$ cat src/tdmdc_pkg.sv
`timescale 1ns / 1ps

package tdmdc_pkg;

  localparam logic [1:0] RADIX_BIN = 2'd0;
  localparam logic [1:0] RADIX_DEC = 2'd1;
  localparam logic [1:0] RADIX_HEX = 2'd2;

  localparam int unsigned CFG_IDX_W = 3;
  localparam logic [CFG_IDX_W-1:0] CFG_RADIX_MODE      = 3'd0;
  localparam logic [CFG_IDX_W-1:0] CFG_COUNT_DOWN      = 3'd1;
  localparam logic [CFG_IDX_W-1:0] CFG_COUNT_PERIOD_MS = 3'd2;
  localparam logic [CFG_IDX_W-1:0] CFG_DIGIT_PERIOD_MS = 3'd3;
  localparam logic [CFG_IDX_W-1:0] CFG_OUTPUT_ENABLE   = 3'd4;
  localparam logic [CFG_IDX_W-1:0] CFG_COUNT_ENABLE    = 3'd5;

  localparam logic FUNC_TICK = 1'b0;
  localparam logic FUNC_LOAD = 1'b1;

  localparam logic [1:0] CATH_DARK  = 2'b00;
  localparam logic [1:0] CATH_TENS  = 2'b01;
  localparam logic [1:0] CATH_UNITS = 2'b10;

  localparam logic [7:0] DEC_RECIP       = 8'd205;
  localparam int unsigned DEC_RECIP_SHIFT = 11;

  typedef struct packed {
    logic       func;
    logic [7:0] load_value;
  } in_word_t;

  typedef struct packed {
    logic [6:0] segments;
    logic       tens_lit;
    logic       units_lit;
    logic [7:0] shown_number;
    logic       status;
  } out_word_t;

  typedef enum logic [1:0] {
    S_IDLE,
    S_COUNT,
    S_DIGIT
  } state_t;

  typedef struct packed {
    logic capture;
    logic do_count;
    logic do_digit;
  } dp_cmd_t;

  typedef struct packed {
    logic out_free;
  } dp_sts_t;

  function automatic logic [6:0] glyph(input logic [7:0] d);
    logic [6:0] g;
    begin
      g = 7'h00;
      if (d[7:4] == 4'h0) begin
        case (d[3:0])
          4'h0: g = 7'h3F;
          4'h1: g = 7'h06;
          4'h2: g = 7'h5B;
          4'h3: g = 7'h4F;
          4'h4: g = 7'h66;
          4'h5: g = 7'h6D;
          4'h6: g = 7'h7D;
          4'h7: g = 7'h07;
          4'h8: g = 7'h7F;
          4'h9: g = 7'h6F;
          4'hA: g = 7'h77;
          4'hB: g = 7'h7C;
          4'hC: g = 7'h39;
          4'hD: g = 7'h5E;
          4'hE: g = 7'h79;
          default: g = 7'h71;
        endcase
      end
      return g;
    end
  endfunction

endpackage

$ cat src/tdmdc_ctrl.sv
`timescale 1ns / 1ps

module tdmdc_ctrl (
  input  logic                clk,
  input  logic                rst_n,
  input  logic                in_valid,
  output logic                in_stall,
  input  tdmdc_pkg::dp_sts_t  sts,
  output tdmdc_pkg::dp_cmd_t  cmd
);

  tdmdc_pkg::state_t state_r;
  tdmdc_pkg::state_t state_nxt;

  always_ff @(posedge clk) begin
    if (!rst_n) begin
      state_r <= tdmdc_pkg::S_IDLE;
    end else begin
      state_r <= state_nxt;
    end
  end

  always_comb begin
    state_nxt = state_r;
    unique case (state_r)
      tdmdc_pkg::S_IDLE: begin
        if (in_valid) state_nxt = tdmdc_pkg::S_COUNT;
      end
      tdmdc_pkg::S_COUNT: begin
        state_nxt = tdmdc_pkg::S_DIGIT;
      end
      tdmdc_pkg::S_DIGIT: begin
        if (sts.out_free) state_nxt = tdmdc_pkg::S_IDLE;
      end
      default: state_nxt = tdmdc_pkg::S_IDLE;
    endcase
  end

  always_comb begin
    in_stall     = 1'b1;
    cmd.capture  = 1'b0;
    cmd.do_count = 1'b0;
    cmd.do_digit = 1'b0;
    unique case (state_r)
      tdmdc_pkg::S_IDLE: begin
        in_stall    = 1'b0;
        cmd.capture = in_valid;
      end
      tdmdc_pkg::S_COUNT: begin
        cmd.do_count = 1'b1;
      end
      tdmdc_pkg::S_DIGIT: begin
        cmd.do_digit = sts.out_free;
      end
      default: begin
        in_stall = 1'b1;
      end
    endcase
  end

endmodule

$ cat src/tdmdc_dp.sv
`timescale 1ns / 1ps

module tdmdc_dp (
  input  logic                                  clk,
  input  logic                                  rst_n,
  input  tdmdc_pkg::in_word_t                   in_word,
  input  tdmdc_pkg::dp_cmd_t                    cmd,
  output tdmdc_pkg::dp_sts_t                    sts,
  input  logic                                  cfg_wr,
  input  logic [tdmdc_pkg::CFG_IDX_W-1:0]       cfg_index,
  input  logic [15:0]                           cfg_data,
  output logic                                  out_valid,
  input  logic                                  out_stall,
  output tdmdc_pkg::out_word_t                  out_word
);

  tdmdc_pkg::in_word_t  in_word_r;
  tdmdc_pkg::out_word_t out_word_r, out_word_nxt;
  logic                 out_valid_r, out_valid_nxt;

  logic [1:0]  radix_r, radix_nxt;
  logic        count_down_r, count_down_nxt;
  logic [15:0] count_period_r, count_period_nxt;
  logic [7:0]  digit_period_r, digit_period_nxt;
  logic        out_en_r, out_en_nxt;
  logic        cnt_en_r, cnt_en_nxt;

  logic [7:0]  held_r, held_nxt;
  logic        lit_units_r, lit_units_nxt;
  logic [15:0] cpre_r, cpre_nxt;
  logic [7:0]  dpre_r, dpre_nxt;
  logic [6:0]  seg_r, seg_nxt;
  logic [1:0]  cath_r, cath_nxt;
  logic        status_r, status_nxt;

  logic [7:0]  max_val;
  logic [16:0] cpre_inc;
  logic [8:0]  dpre_inc;
  logic [15:0] dec_prod;
  logic [7:0]  tens;
  logic [7:0]  units;

  assign sts.out_free = !out_valid_r || !out_stall;
  assign out_valid    = out_valid_r;
  assign out_word     = out_word_r;

  always_comb begin
    unique case (radix_r)
      tdmdc_pkg::RADIX_BIN: max_val = 8'd3;
      tdmdc_pkg::RADIX_DEC: max_val = 8'd99;
      default:              max_val = 8'd255;
    endcase
  end

  assign dec_prod = held_r * tdmdc_pkg::DEC_RECIP;

  always_comb begin
    unique case (radix_r)
      tdmdc_pkg::RADIX_BIN: begin
        tens  = {1'b0, held_r[7:1]};
        units = {7'd0, held_r[0]};
      end
      tdmdc_pkg::RADIX_DEC: begin
        tens  = {3'd0, dec_prod[tdmdc_pkg::DEC_RECIP_SHIFT +: 5]};
        units = held_r - 8'(tens * 8'd10);
      end
      default: begin
        tens  = {4'd0, held_r[7:4]};
        units = {4'd0, held_r[3:0]};
      end
    endcase
  end

  assign cpre_inc = {1'b0, cpre_r} + 17'd1;
  assign dpre_inc = {1'b0, dpre_r} + 9'd1;

  always_comb begin
    radix_nxt        = radix_r;
    count_down_nxt   = count_down_r;
    count_period_nxt = count_period_r;
    digit_period_nxt = digit_period_r;
    out_en_nxt       = out_en_r;
    cnt_en_nxt       = cnt_en_r;
    held_nxt         = held_r;
    lit_units_nxt    = lit_units_r;
    cpre_nxt         = cpre_r;
    dpre_nxt         = dpre_r;
    seg_nxt          = seg_r;
    cath_nxt         = cath_r;
    status_nxt       = status_r;
    out_word_nxt     = out_word_r;
    out_valid_nxt    = out_valid_r && out_stall;

    if (cfg_wr) begin
      unique case (cfg_index)
        tdmdc_pkg::CFG_RADIX_MODE:      radix_nxt        = cfg_data[1:0];
        tdmdc_pkg::CFG_COUNT_DOWN:      count_down_nxt   = cfg_data[0];
        tdmdc_pkg::CFG_COUNT_PERIOD_MS: count_period_nxt = cfg_data;
        tdmdc_pkg::CFG_DIGIT_PERIOD_MS: digit_period_nxt = cfg_data[7:0];
        tdmdc_pkg::CFG_OUTPUT_ENABLE: begin
          out_en_nxt = cfg_data[0];
          if (!cfg_data[0]) begin
            cath_nxt = tdmdc_pkg::CATH_DARK;
            dpre_nxt = 8'd0;
          end
        end
        tdmdc_pkg::CFG_COUNT_ENABLE: begin
          cnt_en_nxt = cfg_data[0];
          if (!cfg_data[0]) cpre_nxt = 16'd0;
        end
        default: ;
      endcase
    end

    if (cmd.do_count) begin
      if (in_word_r.func == tdmdc_pkg::FUNC_LOAD) begin
        status_nxt = (in_word_r.load_value > max_val);
        if (in_word_r.load_value <= max_val) held_nxt = in_word_r.load_value;
      end else begin
        status_nxt = 1'b0;
        if (!cnt_en_r) begin
          cpre_nxt = 16'd0;
        end else if (cpre_inc >= {1'b0, count_period_r}) begin
          cpre_nxt = 16'd0;
          if (!count_down_r) begin
            held_nxt = (held_r >= max_val) ? 8'd0 : held_r + 8'd1;
          end else begin
            held_nxt = (held_r == 8'd0) ? max_val : held_r - 8'd1;
          end
        end else begin
          cpre_nxt = cpre_inc[15:0];
        end
      end
    end

    if (cmd.do_digit) begin
      if (in_word_r.func == tdmdc_pkg::FUNC_TICK) begin
        if (!out_en_r) begin
          dpre_nxt = 8'd0;
          cath_nxt = tdmdc_pkg::CATH_DARK;
        end else if (dpre_inc >= {1'b0, digit_period_r}) begin
          dpre_nxt      = 8'd0;
          lit_units_nxt = !lit_units_r;
          if (lit_units_r) begin
            if (tens == 8'd0) begin
              cath_nxt = tdmdc_pkg::CATH_DARK;
            end else begin
              seg_nxt  = tdmdc_pkg::glyph(tens);
              cath_nxt = tdmdc_pkg::CATH_TENS;
            end
          end else begin
            seg_nxt  = tdmdc_pkg::glyph(units);
            cath_nxt = tdmdc_pkg::CATH_UNITS;
          end
        end else begin
          dpre_nxt = dpre_inc[7:0];
        end
      end
      out_word_nxt.segments     = seg_nxt;
      out_word_nxt.tens_lit     = cath_nxt[0];
      out_word_nxt.units_lit    = cath_nxt[1];
      out_word_nxt.shown_number = held_nxt;
      out_word_nxt.status       = status_nxt;
      out_valid_nxt             = 1'b1;
    end
  end

  always_ff @(posedge clk) begin
    if (cmd.capture) in_word_r <= in_word;
    out_word_r <= out_word_nxt;
  end

  always_ff @(posedge clk) begin
    if (!rst_n) begin
      out_valid_r    <= 1'b0;
      radix_r        <= tdmdc_pkg::RADIX_DEC;
      count_down_r   <= 1'b0;
      count_period_r <= 16'd1000;
      digit_period_r <= 8'd1;
      out_en_r       <= 1'b0;
      cnt_en_r       <= 1'b0;
      held_r         <= 8'd0;
      lit_units_r    <= 1'b0;
      cpre_r         <= 16'd0;
      dpre_r         <= 8'd0;
      seg_r          <= 7'd0;
      cath_r         <= tdmdc_pkg::CATH_DARK;
      status_r       <= 1'b0;
    end else begin
      out_valid_r    <= out_valid_nxt;
      radix_r        <= radix_nxt;
      count_down_r   <= count_down_nxt;
      count_period_r <= count_period_nxt;
      digit_period_r <= digit_period_nxt;
      out_en_r       <= out_en_nxt;
      cnt_en_r       <= cnt_en_nxt;
      held_r         <= held_nxt;
      lit_units_r    <= lit_units_nxt;
      cpre_r         <= cpre_nxt;
      dpre_r         <= dpre_nxt;
      seg_r          <= seg_nxt;
      cath_r         <= cath_nxt;
      status_r       <= status_nxt;
    end
  end

endmodule

$ cat src/two_digit_mux_display_counter.sv
`timescale 1ns / 1ps

// Two-digit multiplexed seven-segment counter. Each input word is either a
// millisecond tick or a load; every word yields exactly one output word with
// the segment latch, the two cathode enables, the held number and the load
// status. The input is taken in an idle cycle and its result word passes
// through a count stage (load check or prescaler and count step) and then a
// digit stage (radix split, glyph lookup, multiplex step) that writes the
// output register. The digit stage waits while the output register still
// holds an untaken word, and the input is stalled from acceptance until the
// digit stage completes, so a new word is taken only after the last one has
// left the digit stage.
// Configuration words are taken at any time with cfg_ready high and must be
// written only while the block is idle.

module two_digit_mux_display_counter (
  input  logic                             clk,
  input  logic                             rst_n,
  input  logic                             in_valid,
  output logic                             in_stall,
  input  tdmdc_pkg::in_word_t              in_word,
  output logic                             out_valid,
  input  logic                             out_stall,
  output tdmdc_pkg::out_word_t             out_word,
  input  logic                             cfg_valid,
  output logic                             cfg_ready,
  input  logic [tdmdc_pkg::CFG_IDX_W-1:0]  cfg_index,
  input  logic [15:0]                      cfg_data
);

  tdmdc_pkg::dp_cmd_t cmd;
  tdmdc_pkg::dp_sts_t sts;

  assign cfg_ready = 1'b1;

  tdmdc_ctrl u_ctrl (
    .clk      (clk),
    .rst_n    (rst_n),
    .in_valid (in_valid),
    .in_stall (in_stall),
    .sts      (sts),
    .cmd      (cmd)
  );

  tdmdc_dp u_dp (
    .clk       (clk),
    .rst_n     (rst_n),
    .in_word   (in_word),
    .cmd       (cmd),
    .sts       (sts),
    .cfg_wr    (cfg_valid && cfg_ready),
    .cfg_index (cfg_index),
    .cfg_data  (cfg_data),
    .out_valid (out_valid),
    .out_stall (out_stall),
    .out_word  (out_word)
  );

endmodule
$ cat config.mk
export PLATFORM = sky130hd
export DESIGN_NAME = two_digit_mux_display_counter
export DESIGN_NICKNAME = d
export VERILOG_FILES = /design/src/tdmdc_pkg.sv /design/src/tdmdc_ctrl.sv /design/src/tdmdc_dp.sv /design/src/two_digit_mux_display_counter.sv
export SDC_FILE = /design/constraint.sdc
export NUM_CORES = 1
export LEC_CHECK = 0
export ABC_AREA = 1
export BUFFER_PORTS_ARGS = -buffer_cell sky130_fd_sc_hd__clkbuf_2
export CORE_MARGIN = 4
export CORE_UTILIZATION = 60
export CTS_BUF_LIST = sky130_fd_sc_hd__clkbuf_2 sky130_fd_sc_hd__clkbuf_4 sky130_fd_sc_hd__clkbuf_8
export DETAILED_ROUTE_END_ITERATION = 8
export PLACE_DENSITY = 0.87
export REMOVE_ABC_BUFFERS = 1
export SETUP_SLACK_MARGIN = 0.05
export SYNTH_ARGS = -nofsm -noshare
export SYNTH_HDL_FRONTEND = slang
export SYNTH_SLANG_ARGS = --single-unit
$ cat constraint.sdc
create_clock -name clk -period 11.98 [get_ports clk]
set_input_delay 1.198 -clock clk [delete_from_list [all_inputs] [get_ports clk]]
set_output_delay 1.198 -clock clk [all_outputs]
set_load 0.05 [all_outputs]
==> results of run 1 <==
critical path: cells and delay by family, from the launching register on:
kind	cells	cell delay, ns
xor+xnor	1	0.17
compound gates	2	0.24
simple gates	16	1.34
fa+ha+maj	9	3.41
flops	1	0.61
buf+inv	9	0.72
metrics by stage:
step	area [um^2]	total power [mW]	setup WS, ns
after floorplan	8380	0.660	5.98
after global placement	8890	0.735	5.48
after detailed placement	8890	0.743	5.33
after CTS	9070	0.950	5.31
after global routing	9070	1.03	4.78
final	9070	0.958	5.25
layout by cell type, fill, tap and decap left out, drive strengths merged:
cell type | netlist | routed
ha | 114 | 114
nand2 | 268 | 268
xnor2 | 6 | 6
a41oi | 1 | 1
nand3b | 4 | 4
a21oi | 97 | 97
nand3 | 103 | 103
clkbuf | 16 | 64
or2 | 4 | 4
inv | 198 | 199
o21a | 1 | 1
a21o | 3 | 3
nand4 | 17 | 17
and2 | 2 | 2
nor2 | 78 | 78
o21ai | 73 | 73
o22ai | 6 | 6
fa | 11 | 11
o211ai | 17 | 17
a31oi | 2 | 2
dfxtp | 75 | 75
a211oi | 1 | 1
nor3 | 13 | 13
conb | 1 | 1
a22oi | 3 | 3
nor4 | 1 | 1
xor2 | 22 | 22
clkinv | 4 | 7
edfxtp | 27 | 27
buf | 8 | 2
o21bai | 2 | 2
a21boi | 1 | 1
cell families after synthesis:
group | Yosys count | share of synthesized area (%)
and+or+nand+nor | 490 | 26.5
AOI/OAI and AO/OA | 207 | 13.6
other | 1 | 0.0441
buffers and inverters | 226 | 10.4
xor gates and xnor gates | 28 | 2.89
adders and majority gates | 125 | 19.4
DFF | 102 | 27.2
where the power goes:
group | switching (mW) | internal [mW]
combinational | 0.237 | 0.127
clock | 0.127 | 0.0872
sequential | 0.0135 | 0.365
area by class of cell:
type,count,share of cell area [%]
multi-input combinational,851,58.6
sequential,102,25.5
inverter,202,8.40
timing repair buffer,54,3.03
tap,180,2.48
clock buffer,12,1.68
clock inverter,4,0.345
routing by layer:
| metal | routed length, um | GRT usage [%] | up-vias |
|---|---|---|---|
| met5 | 0 | 0 | - |
| met4 | 530 | 9.09 | 0 |
| met3 | 1160 | 3.18 | 45 |
| met2 | 9330 | 42.2 | 242 |
| met1 | 9010 | 34.4 | 3600 |
| li1 | - | - | 3948 |
sequential cells by signal, indices dropped and copies added (netlist names), 7 cells and up:
name / count
u_dp.in_word_r: 9
u_dp.count_period_r: 16
u_dp.held_r: 8
u_dp.dpre_r: 8
u_dp.digit_period_r: 8
u_dp.out_word: 18
u_dp.cpre_r: 16
u_dp.seg_r: 7
worst max path at each step:
stage / startpoint / endpoint / cells after the start
after floorplan: u_dp.held_r[2]$_SDFF_PN0_ / u_dp.out_word[17]$_DFFE_PP_ / 37
after global placement: u_dp.held_r[2]$_SDFF_PN0_ / u_dp.out_word[17]$_DFFE_PP_ / 37
after detailed placement: u_dp.held_r[2]$_SDFF_PN0_ / u_dp.out_word[12]$_DFFE_PP_ / 37
after CTS: u_dp.held_r[2]$_SDFF_PN0_ / u_dp.out_word[17]$_DFFE_PP_ / 37
after global routing: u_dp.held_r[2]$_SDFF_PN0_ / u_dp.seg_r[0]$_SDFFE_PN0P_ / 35
final: u_dp.held_r[2]$_SDFF_PN0_ / u_dp.out_word[15]$_DFFE_PP_ / 37
==> key figures, run 1 <==
Drt
  • ANT nets after route: 0
  • First-pass iteration count of the detailed router: 5
  • Wire length per cell: around 14 um
  • Routed vias: 7,835
  • Residual DRC: 0
  • DR iter-0 viols: 882
  • Vias per cell: 5.58
  • Drt total wl: 20,000 um

Timing
  • Clock Skews: roughly 0.017 ns
  • Max_slew headroom: between 20% and 30%
  • Maximum clock frequency: 0.149 GHz
  • Worst-Margin Slew: 1.18 ns
  • Max-slew violations: 0
  • Final Cycle Share: 56.2%
  • Final Hold Viols: 0
  • Fin crit period: 6.73 ns
  • Hold slack: ~0.47 ns
  • RSZ-0062 raised after global routing: no
  • Final TNS setup: 0 ns
  • Final setup fails: 0

Layout
  • Cell Count, Final, Fillers Out: 1,405
  • Net count, final: about 1.4k
  • Share of layout cells above drive strength 1: roughly a tenth
  • Syn-to-layout area delta: 6.76%
  • Antenna diode count: 0
  • Final Core Density: approximately 65%
  • Fill cells: 1,198
  • Storage cell area: between 2000 and 2500 um^2
  • Multi-input logic area: 5310 um^2

Clocking
  • PostCTS Resize Cnt: 0
  • TritonCTS Sinks: just over 100
  • H-tree depth: 3
  • Clock transition at the registers of the reported paths: approximately 0.1 ns
  • Clk buf depth: 2
  • Clock Latency Late Sink: roughly 0.40 ns
  • Total CTS buffers: 9
  • Number of hold buffers added after cts: 0
  • TritonCTS clock tree: built
  • Post-CTS Repair Setup Buffers: 0
  • Clock Tree Root: clkbuf_8

Critical path
  • Crit-path slowest cell: dfxtp_1
  • FF-to-FF Start: u_dp.held_r[2]$_SDFF_PN0_
  • Reg2reg end: u_dp.out_word[15]$_DFFE_PP_
  • CP max FO: 11
  • Worst path arrival time: between 6 and 7 ns
  • Most frequent CP cell: inv_1
  • Reg2reg setup slack: approximately 5.3 ns
  • Setup crit end kind: flip-flop
  • Largest stage delay, worst path: just over 0.6 ns
  • WP data required: ~12 ns
  • Reg2Reg Depth: 37
  • Crit start category: flip-flop
  • Critical Setup Path Class: reg -> reg

Logic synthesis
  • Post-synth top flop: dfxtp_1
  • Area of the mapped netlist: ~8500 um^2
  • Top cells by area, synth: dfxtp_1, ha_1, nand2_1
  • Top-count cell post-synth: nand2_1
  • Most frequent cells after synthesis: nand2_1, inv_1, ha_1
  • Synth warn: 0
  • Synth cell types: 50
  • Largest area contributor in the netlist: dfxtp_1
  • Sequential element share of the synthesized area: around 27%
  • Area share of the largest cell type after synthesis: between 15 and 20%
  • Ys async rst share: 0%
  • Flops & latches, synth: between 100 and 150
  • Syn_area_per_cell: ~7.2 um^2
  • Post-synth EDFFs: 27
  • Syn Inst Count: about 1.2k

Power
  • Leakage power: 4.75 nW
  • Max VDD drop: 70.4 uV
  • Cell Pwr Density: about 110 nW/um^2

Job
  • # Max-Cap Violations: 0

Placed design
  • DP HPWL: between 15,000 and 20,000 um
  • Placed Cells: around 1.4k
  • Placer Congestion: approximately 1.0
  • Input/output buffers: between 50 and 60

Hold path
  • Hold Crit Class: reg -> reg
  • Cells on Worst Hold Path: 2
  • Worst hold start: u_dp.digit_period_r[2]$_SDFFE_PN0P_
  • Hold worst-path end: u_dp.digit_period_r[2]$_SDFFE_PN0P_

Global routing
  • Pin count of the biggest net entering global routing: 37
  • First-pass GRT wire length: 33,900 um
  • Antenna violations before repair: 0
  • Vias in the first global route: about 7.3k
  • GRT Resource Usage Total: about a quarter
  • Grt total ovfl: 0

Die
  • IO Pins: 54
  • Core Footprint: approximately 14,000 um^2
  • Die width: approximately 130 um
  • Die area: 16,100 um^2
  • Die height: 127 um
  • Starting Density: about three fifths
  • Row count: 43

Status
  • Status: finished clean
No activity file was read; power rests on OpenSTA's default activity.
==> run 2: changes to the inputs <==
==> constraint.sdc (replaced) <==
create_clock -name clk -period 6.5 [get_ports clk]
set_input_delay 0.65 -clock clk [delete_from_list [all_inputs] [get_ports clk]]
set_output_delay 0.65 -clock clk [all_outputs]
set_load 0.05 [all_outputs]
==> key figures, run 2 (synthesis results as in run 1) <==
Status
  • Status: finished clean

Critical path
  • Reg2reg setup slack: 0.48 ns
  • Most frequent CP cell: nand2_1
  • CP max FO: 7
  • Setup crit end kind: flip-flop
  • Largest stage delay, worst path: about 0.54 ns
  • Critical Setup Path Class: reg -> reg
  • Crit-path slowest cell: fa_1
  • WP data required: roughly 6.7 ns
  • Worst path arrival time: about 6 ns
  • Crit start category: flip-flop

Drt
  • Drt total wl: ~20,000 um
  • Wire length per cell: roughly 14 um
  • Routed vias: between 7k and 8k
  • Vias per cell: around 5.5
  • ANT nets after route: 0
  • Residual DRC: 0
  • First-pass iteration count of the detailed router: 5
  • DR iter-0 viols: approximately 650

Timing
  • Final TNS setup: 0 ns
  • Final setup fails: 0
  • Max-slew violations: 0
  • Clock Skews: 0.0176 ns
  • Max_slew headroom: 21.3%
  • Maximum clock frequency: 0.166 GHz
  • Final Hold Viols: 0
  • Fin crit period: 6.02 ns
  • Final Cycle Share: between 90 and 100%
  • Worst-Margin Slew: approximately 1.2 ns
  • RSZ-0062 raised after global routing: no

Die
  • IO Pins: 54
  • Starting Density: between 60% and 70%
  • Die area: 16,100 um^2
  • Row count: 43
  • Core Footprint: 13,900 um^2
  • Die height: ~130 um
  • Die width: 127 um

Layout
  • Largest register FFs: 18
  • Most common cell after layout, fill and taps aside: nand2_1
  • Antenna diode count: 0
  • Cell Count, Final, Fillers Out: 1,416
  • Share of layout cells above drive strength 1: 12.7%
  • Syn-to-layout area delta: 9.14%
  • Fill cells: roughly 1.2k
  • Commonest cells after routing, fill and taps aside: nand2_1, inv_1, ha_1, nand3_1, a21oi_1
  • Net count, final: roughly 1.4k

Job
  • # Max-Cap Violations: 0

Placed design
  • DP HPWL: around 16,000 um
  • Placed Cells: roughly 1.4k
  • Input/output buffers: 52
  • Placer Congestion: around 0.95

Clocking
  • Post-CTS Repair Setup Buffers: 0
  • PostCTS Resize Cnt: 0
  • Clk buf depth: 2
  • Clock transition at the registers of the reported paths: ~0.11 ns
  • TritonCTS clock tree: built
  • Clock Latency Late Sink: around 0.39 ns
  • Number of hold buffers added after cts: 0
  • TritonCTS Sinks: 102
  • Clock Tree Root: clkbuf_8
  • Total CTS buffers: 9
  • H-tree depth: 3

Global routing
  • Grt total ovfl: 0
  • Pin count of the biggest net entering global routing: 37
  • Antenna violations before repair: 0
  • First-pass GRT wire length: ~34,000 um
  • Vias in the first global route: 7,464
  • GRT Resource Usage Total: 25.4%

Power
  • Max VDD drop: 95.8 uV
  • Leakage power: approximately 4.8 nW
  • Cell Pwr Density: approximately 200 nW/um^2

Hold path
  • Hold Crit Class: in -> reg
==> run 2: cell count changes in the layout (fill, tap and decap cells not counted), sizes merged <==
cell	change
buf	+11
bufinv	+1
clkinv	-1
==> run 2: final cells by class <==
type                            instances  area (um^2)  share of cell area [%]
Clock buffer                           12          153                    1.65
Clock inverter                          4         55.1                   0.594
Inverter                              202          762                    8.22
Multi-Input combinational cell        851         5410                    58.3
Sequential cell                       102         2310                    25.0
Tap cell                              180          225                    2.43
Timing Repair Buffer                   65          358                    3.86
==> run 2: final timing paths <==
| kind | startpoint | end | depth (start not counted) |
|---|---|---|---|
| max | u_dp.held_r[0]$_SDFF_PN0_ | u_dp.out_word[12]$_DFFE_PP_ | 35 |
| min | in_word[4] | u_dp.in_word_r[4]$_DFFE_PP_ | 1 |
| max reg2reg | u_dp.held_r[0]$_SDFF_PN0_ | u_dp.out_word[12]$_DFFE_PP_ | 35 |
| min reg2reg | u_dp.count_period_r[14]$_SDFFE_PN0P_ | u_dp.count_period_r[14]$_SDFFE_PN0P_ | 2 |
==> run 2: where the power goes <==
part | internal (mW) | leakage [nW] | switching, mW | total [mW]
combinational | 0.251 | 3.84 | 0.459 | 0.710
sequential | 0.674 | 0.862 | 0.0138 | 0.688
clock | 0.200 | 0.109 | 0.230 | 0.430
total | 1.12 | 4.81 | 0.703 | 1.83
==> run 2: stage by stage <==
stage	setup WS, ns	utilization [%]	hold slack (ns)	power [mW]	cell area (um^2)
4_1_cts	0.315	66.1	0.424	1.80	9180
3_3_place_gp	0.535	64.6	0.451	1.36	8970
2_1_floorplan	0.499	-	0.435	1.22	8380
6_report	0.484	66.8	0.434	1.83	9270
3_5_place_dp	0.344	64.6	0.457	1.38	8970
5_1_grt	0.0196	66.8	0.433	1.95	9270
==> run 2: per-layer routing <==
layer | GRT usage (%) | part of all wire (%) | vias to the layer above
met5 | 0 | 0 | -
met4 | 8.90 | 2.4 | 0
li1 | - | - | 3957
met3 | 2.80 | 6.1 | 39
met2 | 42.0 | 47 | 244
met1 | 34.7 | 45 | 3610
==> run 2: worst max-delay path: cells and delay by family (launching register included) <==
kind	cells	cell delay, ns
adder cells (fa/ha/maj)	9	3.21
flip-flops	1	0.44
XOR/XNOR	1	0.14
AO/OA/AOI/OAI	3	0.29
buffers and inverters	7	0.40
AND/OR/NAND/NOR	15	1.30
